$ cat src/sss_pkg.sv
// Shared types and fixed field widths for the sample set statistics block.
// Used by sss_accum and sample_set_statistics; depends on nothing else.
package sss_pkg;

  localparam int SAMPLE_W = 16;  // signed input sample
  localparam int SQ_W     = 31;  // square of one sample, unsigned
  localparam int MEAN_W   = 24;  // mean in Q8, two's complement
  localparam int RMS_W    = 24;  // RMS in Q8, unsigned
  localparam int COUNT_W  = 8;   // reported sample count

  // Control from the sequencer to the accumulator.
  typedef struct packed {
    logic load;   // an item is accepted this cycle
    logic clear;  // the result is handed over, start a fresh set
  } acc_ctl_t;

endpackage

$ cat src/sss_trial_sub.sv
// Shared compare-and-subtract unit used for every division and root step.
// Depends on nothing; the sequencer in sample_set_statistics drives it.
module sss_trial_sub #(
  parameter int WIDTH = 32
) (
  input  logic [WIDTH-1:0] minuend,
  input  logic [WIDTH-1:0] subtrahend,
  output logic [WIDTH-1:0] diff,
  output logic             ge
);

  logic [WIDTH:0] full;

  assign full = {1'b0, minuend} - {1'b0, subtrahend};
  assign diff = full[WIDTH-1:0];
  assign ge   = !full[WIDTH];

endmodule

$ cat src/sss_accum.sv
// Running maximum, minimum, sum, sum of squares and count of one sample set.
// Depends on sss_pkg; instantiated by sample_set_statistics.
module sss_accum #(
  parameter int MAX_SAMPLES = 128,
  localparam int CW   = $clog2(MAX_SAMPLES + 1),
  localparam int SUMW = sss_pkg::SAMPLE_W + CW,
  localparam int SQW  = sss_pkg::SQ_W - 1 + CW
) (
  input  logic                                clk,
  input  logic                                rst,
  input  sss_pkg::acc_ctl_t                   ctl,
  input  logic signed [sss_pkg::SAMPLE_W-1:0] sample,
  output logic signed [sss_pkg::SAMPLE_W-1:0] maximum,
  output logic signed [sss_pkg::SAMPLE_W-1:0] minimum,
  output logic signed [SUMW-1:0]              sum,
  output logic        [SQW-1:0]               sum_sq,
  output logic        [CW-1:0]                cnt,
  output logic                                too_many
);

  logic                                a_valid;
  logic                                a_take;
  logic                                a_first;
  logic signed [sss_pkg::SAMPLE_W-1:0] s_a;
  logic        [sss_pkg::SQ_W-1:0]     sq_a;
  logic signed [2*sss_pkg::SAMPLE_W-1:0] prod;

  // The square never exceeds 2^30, so its low 31 bits hold it exactly.
  assign prod = sample * sample;

  // Count and overflow are settled at acceptance, so that back-to-back items
  // see the right first-sample and limit decisions.
  always_ff @(posedge clk) begin
    if (rst || ctl.clear) begin
      cnt      <= '0;
      too_many <= 1'b0;
      a_valid  <= 1'b0;
      sum      <= '0;
      sum_sq   <= '0;
    end else begin
      a_valid <= ctl.load;
      if (ctl.load) begin
        if (cnt < CW'(MAX_SAMPLES)) begin
          cnt <= cnt + 1'b1;
        end else begin
          too_many <= 1'b1;
        end
      end
      if (a_valid && a_take) begin
        sum    <= sum + SUMW'(s_a);
        sum_sq <= sum_sq + SQW'(sq_a);
      end
    end
  end

  always_ff @(posedge clk) begin
    if (ctl.load) begin
      s_a     <= sample;
      sq_a    <= prod[sss_pkg::SQ_W-1:0];
      a_take  <= cnt < CW'(MAX_SAMPLES);
      a_first <= cnt == '0;
    end
    if (a_valid && a_take) begin
      if (a_first || s_a > maximum) begin
        maximum <= s_a;
      end
      if (a_first || s_a < minimum) begin
        minimum <= s_a;
      end
    end
  end

endmodule

$ cat src/sample_set_statistics.sv
// Sample set statistics. Samples are accepted one item per cycle; the item
// that carries last closes the set, after which the block stalls its input
// while one shared compare-and-subtract unit works out the mean (one quotient
// bit a cycle), the mean square (one quotient bit a cycle) and its square
// root (one root bit a cycle). The result is held in an output register, so
// a new set may start while the previous result waits. Samples beyond
// MAX_SAMPLES are dropped and reported through too_many.
// Depends on sss_pkg, sss_accum and sss_trial_sub.
module sample_set_statistics #(
  parameter int MAX_SAMPLES = 128
) (
  input  logic                                clk,
  input  logic                                rst,
  input  logic                                in_valid,
  output logic                                in_stall,
  input  logic signed [sss_pkg::SAMPLE_W-1:0] sample,
  input  logic                                last,
  output logic                                out_valid,
  input  logic                                out_stall,
  output logic signed [sss_pkg::SAMPLE_W-1:0] maximum,
  output logic signed [sss_pkg::SAMPLE_W-1:0] minimum,
  output logic signed [sss_pkg::MEAN_W-1:0]   mean_q8,
  output logic        [sss_pkg::RMS_W-1:0]    rms_q8,
  output logic        [sss_pkg::COUNT_W-1:0]  sample_count,
  output logic                                too_many
);

  localparam int CW   = $clog2(MAX_SAMPLES + 1);
  localparam int SUMW = sss_pkg::SAMPLE_W + CW;
  localparam int SQW  = sss_pkg::SQ_W - 1 + CW;
  localparam int MAGW = SUMW - 1;
  localparam int RW   = SQW + 16;
  localparam int RADW = RW + (RW % 2);
  localparam int RTW  = RADW / 2;
  localparam int UW   = (RTW + 2 > CW + 1) ? RTW + 2 : CW + 1;
  localparam int STW  = $clog2(RADW + 1);

  typedef enum logic [6:0] {
    S_IDLE   = 7'b0000001,
    S_SETTLE = 7'b0000010,
    S_LOAD   = 7'b0000100,
    S_MEAN   = 7'b0001000,
    S_MSQ    = 7'b0010000,
    S_ROOT   = 7'b0100000,
    S_OUT    = 7'b1000000
  } state_t;

  state_t state;
  state_t state_next;

  sss_pkg::acc_ctl_t                   ctl;
  logic signed [sss_pkg::SAMPLE_W-1:0] acc_max;
  logic signed [sss_pkg::SAMPLE_W-1:0] acc_min;
  logic signed [SUMW-1:0]              sum;
  logic        [SQW-1:0]               sum_sq;
  logic        [CW-1:0]                cnt;
  logic                                acc_too_many;

  logic [STW-1:0]                step;
  logic [UW-1:0]                 rem;
  logic [RADW-1:0]               acc;
  logic [RTW-1:0]                root;
  logic [sss_pkg::MEAN_W-1:0]    mean_res;

  logic                          neg;
  logic signed [SUMW-1:0]        mag_full;
  logic [MAGW-1:0]               mag;
  logic [RADW-1:0]               mean_div;
  logic [RADW-1:0]               msq_div;
  logic [UW-1:0]                 unit_a;
  logic [UW-1:0]                 unit_b;
  logic [UW-1:0]                 unit_diff;
  logic                          unit_ge;
  logic [UW-1:0]                 rem_next;
  logic [RADW-1:0]               acc_div_next;
  logic [RADW-1:0]               acc_root_next;
  logic [RTW-1:0]                root_next;
  logic [sss_pkg::MEAN_W-1:0]    mean_q;
  logic [sss_pkg::MEAN_W-1:0]    mean_val;
  logic                          last_div_step;
  logic                          last_root_step;
  logic                          out_load;

  assign in_stall  = state != S_IDLE;
  assign out_load  = (state == S_OUT) && (!out_valid || !out_stall);
  assign ctl.load  = in_valid && !in_stall;
  assign ctl.clear = out_load;

  sss_accum #(
    .MAX_SAMPLES(MAX_SAMPLES)
  ) u_accum (
    .clk     (clk),
    .rst     (rst),
    .ctl     (ctl),
    .sample  (sample),
    .maximum (acc_max),
    .minimum (acc_min),
    .sum     (sum),
    .sum_sq  (sum_sq),
    .cnt     (cnt),
    .too_many(acc_too_many)
  );

  // Mean is computed on the magnitude and the sign put back afterwards,
  // which gives truncation toward zero.
  assign neg      = sum[SUMW-1];
  assign mag_full = neg ? -sum : sum;
  assign mag      = mag_full[MAGW-1:0];
  assign mean_div = RADW'({mag, 8'd0});
  assign msq_div  = RADW'({sum_sq, 16'd0});

  // Division brings down one dividend bit a step; the root brings down two
  // and tries the divisor 4*root + 1.
  always_comb begin
    if (state == S_ROOT) begin
      unit_a = UW'({rem[RTW-1:0], acc[RADW-1 -: 2]});
      unit_b = UW'({root, 2'b01});
    end else begin
      unit_a = UW'({rem[CW-1:0], acc[RADW-1]});
      unit_b = UW'(cnt);
    end
  end

  sss_trial_sub #(
    .WIDTH(UW)
  ) u_unit (
    .minuend   (unit_a),
    .subtrahend(unit_b),
    .diff      (unit_diff),
    .ge        (unit_ge)
  );

  assign rem_next       = unit_ge ? unit_diff : unit_a;
  assign acc_div_next   = {acc[RADW-2:0], unit_ge};
  assign acc_root_next  = {acc[RADW-3:0], 2'b00};
  assign root_next      = {root[RTW-2:0], unit_ge};
  assign mean_q         = acc_div_next[sss_pkg::MEAN_W-1:0];
  assign mean_val       = neg ? sss_pkg::MEAN_W'(0) - mean_q : mean_q;
  assign last_div_step  = step == STW'(RADW - 1);
  assign last_root_step = step == STW'(RTW - 1);

  always_comb begin
    state_next = state;
    case (state)
      S_IDLE: begin
        if (ctl.load && last) begin
          state_next = S_SETTLE;
        end
      end
      S_SETTLE: state_next = S_LOAD;
      S_LOAD:   state_next = S_MEAN;
      S_MEAN: begin
        if (last_div_step) begin
          state_next = S_MSQ;
        end
      end
      S_MSQ: begin
        if (last_div_step) begin
          state_next = S_ROOT;
        end
      end
      S_ROOT: begin
        if (last_root_step) begin
          state_next = S_OUT;
        end
      end
      S_OUT: begin
        if (out_load) begin
          state_next = S_IDLE;
        end
      end
      default: state_next = S_IDLE;
    endcase
  end

  always_ff @(posedge clk) begin
    if (rst) begin
      state     <= S_IDLE;
      out_valid <= 1'b0;
    end else begin
      state <= state_next;
      if (out_load) begin
        out_valid <= 1'b1;
      end else if (!out_stall) begin
        out_valid <= 1'b0;
      end
    end
  end

  always_ff @(posedge clk) begin
    case (state)
      S_LOAD: begin
        acc  <= mean_div;
        rem  <= '0;
        step <= '0;
      end
      S_MEAN: begin
        if (last_div_step) begin
          mean_res <= mean_val;
          acc      <= msq_div;
          rem      <= '0;
          step     <= '0;
        end else begin
          acc  <= acc_div_next;
          rem  <= rem_next;
          step <= step + 1'b1;
        end
      end
      S_MSQ: begin
        acc <= acc_div_next;
        if (last_div_step) begin
          rem  <= '0;
          root <= '0;
          step <= '0;
        end else begin
          rem  <= rem_next;
          step <= step + 1'b1;
        end
      end
      S_ROOT: begin
        acc  <= acc_root_next;
        rem  <= rem_next;
        root <= root_next;
        step <= step + 1'b1;
      end
      S_OUT: begin
        if (out_load) begin
          maximum      <= acc_max;
          minimum      <= acc_min;
          mean_q8      <= mean_res;
          rms_q8       <= root[sss_pkg::RMS_W-1:0];
          sample_count <= sss_pkg::COUNT_W'(cnt);
          too_many     <= acc_too_many;
        end
      end
      default: ;
    endcase
  end

  // A closing item must lead through the settle state into the load state.
  a_close_to_load: assert property (@(posedge clk) disable iff (rst)
    (ctl.load && last) |=> (state == S_SETTLE) ##1 (state == S_LOAD))
    else $error("closing item did not start the arithmetic");

  // The partial remainder of a division always stays below the divisor.
  a_rem_bound: assert property (@(posedge clk) disable iff (rst)
    ((state == S_MEAN) || (state == S_MSQ)) |-> (rem < UW'(cnt)))
    else $error("division remainder out of range");

  // A set that reaches the result always holds at least one sample.
  a_count_nonzero: assert property (@(posedge clk) disable iff (rst)
    (state == S_OUT) |-> (cnt != '0))
    else $error("result taken with an empty set");

  // A result appears only when the sequencer hands one over.
  a_valid_source: assert property (@(posedge clk) disable iff (rst)
    $rose(out_valid) |-> $past(state == S_OUT))
    else $error("result raised outside the hand-over state");

  // Handing over a result returns the block to accepting samples.
  a_handover: assert property (@(posedge clk) disable iff (rst)
    out_load |=> (state == S_IDLE) && out_valid && (cnt == '0))
    else $error("hand-over did not clear the set");

endmodule

$ cat config.mk
export PLATFORM = sky130hd
export DESIGN_NAME = sample_set_statistics
export DESIGN_NICKNAME = d
export VERILOG_FILES = /design/src/sss_pkg.sv /design/src/sss_trial_sub.sv /design/src/sss_accum.sv /design/src/sample_set_statistics.sv
export SDC_FILE = /design/constraint.sdc
export NUM_CORES = 1
export LEC_CHECK = 0
export BUFFER_PORTS_ARGS = -buffer_cell sky130_fd_sc_hd__buf_2
export CORE_ASPECT_RATIO = 1.2
export CORE_UTILIZATION = 30
export CTS_CLUSTER_DIAMETER = 200
export DETAILED_ROUTE_END_ITERATION = 10
export GPL_TIMING_DRIVEN = 1
export SLEW_MARGIN = 20
export SYNTH_ARGS = -nofsm -noshare
export SYNTH_HDL_FRONTEND = slang
export SYNTH_HIERARCHICAL = 1
export SYNTH_SLANG_ARGS = --single-unit
$ cat constraint.sdc
create_clock -name clk -period 7.4 [get_ports clk]
set_input_delay 1.48 -clock clk [delete_from_list [all_inputs] [get_ports clk]]
set_output_delay 1.48 -clock clk [all_outputs]
set_load 0.05 [all_outputs]
==> impl_metrics.toml <==
[layout]
syn_to_final_growth_pct = 15.20
n_antenna_cell = 0
drive_gt1_share_pct = 12.26
nets = 3488

[timing]
skew_ps = 27.19
drv_slew = 0
setup_viol = 0
timing.final.ws_setup_ps = 368.9
fin_crit_sh_pct = 95.02
rsz0062_at_grt = "no"
tightest_slew_ps = 941.2
slew_headroom_pct = 37.02
min_period_ps = 7031
finalHoldViolations = 0
max_freq_mhz = 142.2

[cts]
clock-sinks = 386
cts_buffer_depth = 3
clk_latency_ps = 580
cts_made_buffers = 44
htree_levels = 2
cts_hold_buf = 0
tritoncts = "done"
clkSlewWorstSetupHoldPaths_ps = 60
cts_setup_buffers = 0
postCtsResizedCells = 0
cts-root-buf = "clkbuf_16"

[worst_setup_path]
slowest_stage = "fa_1"
crit_buf_inv = 4
cpPeakStageDelay_ps = 550
cp-start-kind = "input pin"
crit_chain = "buf_2 > inv_1 > nor2_1 > inv_1 > fa_1 > fa_1 > fa_1 > fa_1 > fa_1 > fa_1 > inv_1 > ha_1 > and3_1 > and3_1 > a221oi_1 > o21ai_1 > o31a_1 > a41oi_2 > a211oi_1 > a21o_1 > a21oi_1 > xnor2_1"
crit_family = "adder cells"
critPathMaxFanout = 4
critPathRequiredTime_ps = 7720
path_common_cell = "fa_1"
endpoint_kind = "flop"
worstSetupPathType = "input pin to flop"
arrival_ps = 7350

[drt]
drtAntennaViolNets = 0
dr.pass1.iters = 9
viasPerCell = 4.740
wl_mm = 66.16
drc = 0
vias = 20505
wl_per_cell_microns = 15.29
drtIter0Drc = 1093

[grt]
grt_remaining_overflow = 0
grt_pass1_vias = 20921
grt_pass1_wl_mm = 108.6
antenna_found_initial = 2
track_usage_pct = 13.64
grt_start_max_net_pins = 75

[die]
die-area_sq_mm = 0.09770
die-height_microns = 342.2
core_sq_mm = 0.09542
die_x_microns = 285.5
initial_utilization_pct = 30.33
io_pins = 112
num_rows = 124

[pwr]
p_leak_nw = 14.52
power_density_mw_per_mm2 = 427.3
ir_drop_mv = 0.5765
total_power_mw = 14.24

[flow_run]
drv_cap = 0

[worst_hold_path]
hp-class = "flop to flop"

[synthesis]
syn_inst = 2839
syn_nets = 3297
yosysWarnings = 6
netlist_area_sq_mm = 0.02894
avgSynthCellArea_sq_um = 10.19

[place]
dp_hpwl_mm = 50.55
place_congestion = 0.8543
post-place-ws_ps = -224.2
port_buffers = 111

[outcome]
status = "finished clean"
==> per-stage QoR <==
stage	setup TNS, ps	hold WS (ps)	utilization [%]	instance area (sq um)	instances
after floorplan	0	400.3	-	28960	2839
after global placement	-367.1	405.2	33.32	31790	4244
after detailed placement	-589.8	405.6	33.32	31790	4244
after CTS	0	417.2	34.93	33320	4326
after global routing	0	419.4	34.93	33330	4326
final	0	406.6	34.93	33330	4326
==> path summary, 6_finish.rpt <==
| path | startpoint | endpoint | slack, ps | cells after the start |
|---|---|---|---|---|
| worst max register to register | state[0] | mean_res[10] | 1820 | 18 |
| worst min register to register | mean_res[17] | mean_q8[17] | 410 | 0 |
| worst min-delay path | mean_res[17] | mean_q8[17] | 410 | 0 |
| worst max-delay path | sample[3] | u_accum/sq_a[29] | 370 | 22 |
==> worst reg2reg max path: cells and delay by family, from the launching register on <==
family	cells	cell delay [ps]
and+or+nand+nor	7	1800
AOI/OAI and AO/OA	4	1220
buffers and inverters	3	750
adders and majority gates	2	570
DFF	1	420
muxes	1	420
xor gates and xnor gates	1	120
==> power by group <==
group | switching (mW) | internal, mW | total (mW)
logic | 4.55 | 4.31 | 8.87
clock network | 0.901 | 1.38 | 2.28
registers | 0.163 | 2.93 | 3.09
==> area by class of cell <==
cell class / count / area, sq um
Clock buffer: 56 / 1217
Clock inverter: 26 / 312.8
Fill cell: 9591 / 62080
Inverter: 482 / 1809
Multi-Input combinational cell: 1867 / 16000
Sequential cell: 386 / 10790
Tap cell: 1260 / 1577
Timing Repair Buffer: 249 / 1629
==> flip-flops by register name (all words and copies together) (netlist names), 8 cells and up <==
name and cells:
u_accum/cnt 8, rem 27, mean_q8 24, u_accum/sum_sq 38, u_accum/sq_a 29, maximum 16
rms_q8 24, u_accum/maximum 16, root 27, minimum 16, acc 54, u_accum/sum 24
u_accum/minimum 16, u_accum/s_a 16, mean_res 24, sample_count 8
==> layer usage <==
metal  GRT usage, %  vias up  wire length (microns)
li1               -    10035                      -
met1          17.49    10061                  29490
met2          24.38      338                  33210
met3          1.565       71                   2140
met4          3.153        0                   1325
met5              0        -                      0
==> cells in the final DEF (no fill, tap or decap), types with 25 or more instances in the layout <==
cell type	instances
ha_1	204
buf_4	135
a21oi_1	166
edfxtp_1	306
a21o_1	48
inv_1	482
o21ai_0	66
fa_1	232
a222oi_1	33
buf_2	111
xor2_1	55
dfxtp_1	80
nand2_1	280
xnor2_1	111
and2_1	43
nor3_1	25
clkbuf_16	45
and3_1	90
nor2_1	138
nand3_1	40
(Power assumes the default switching activity.)
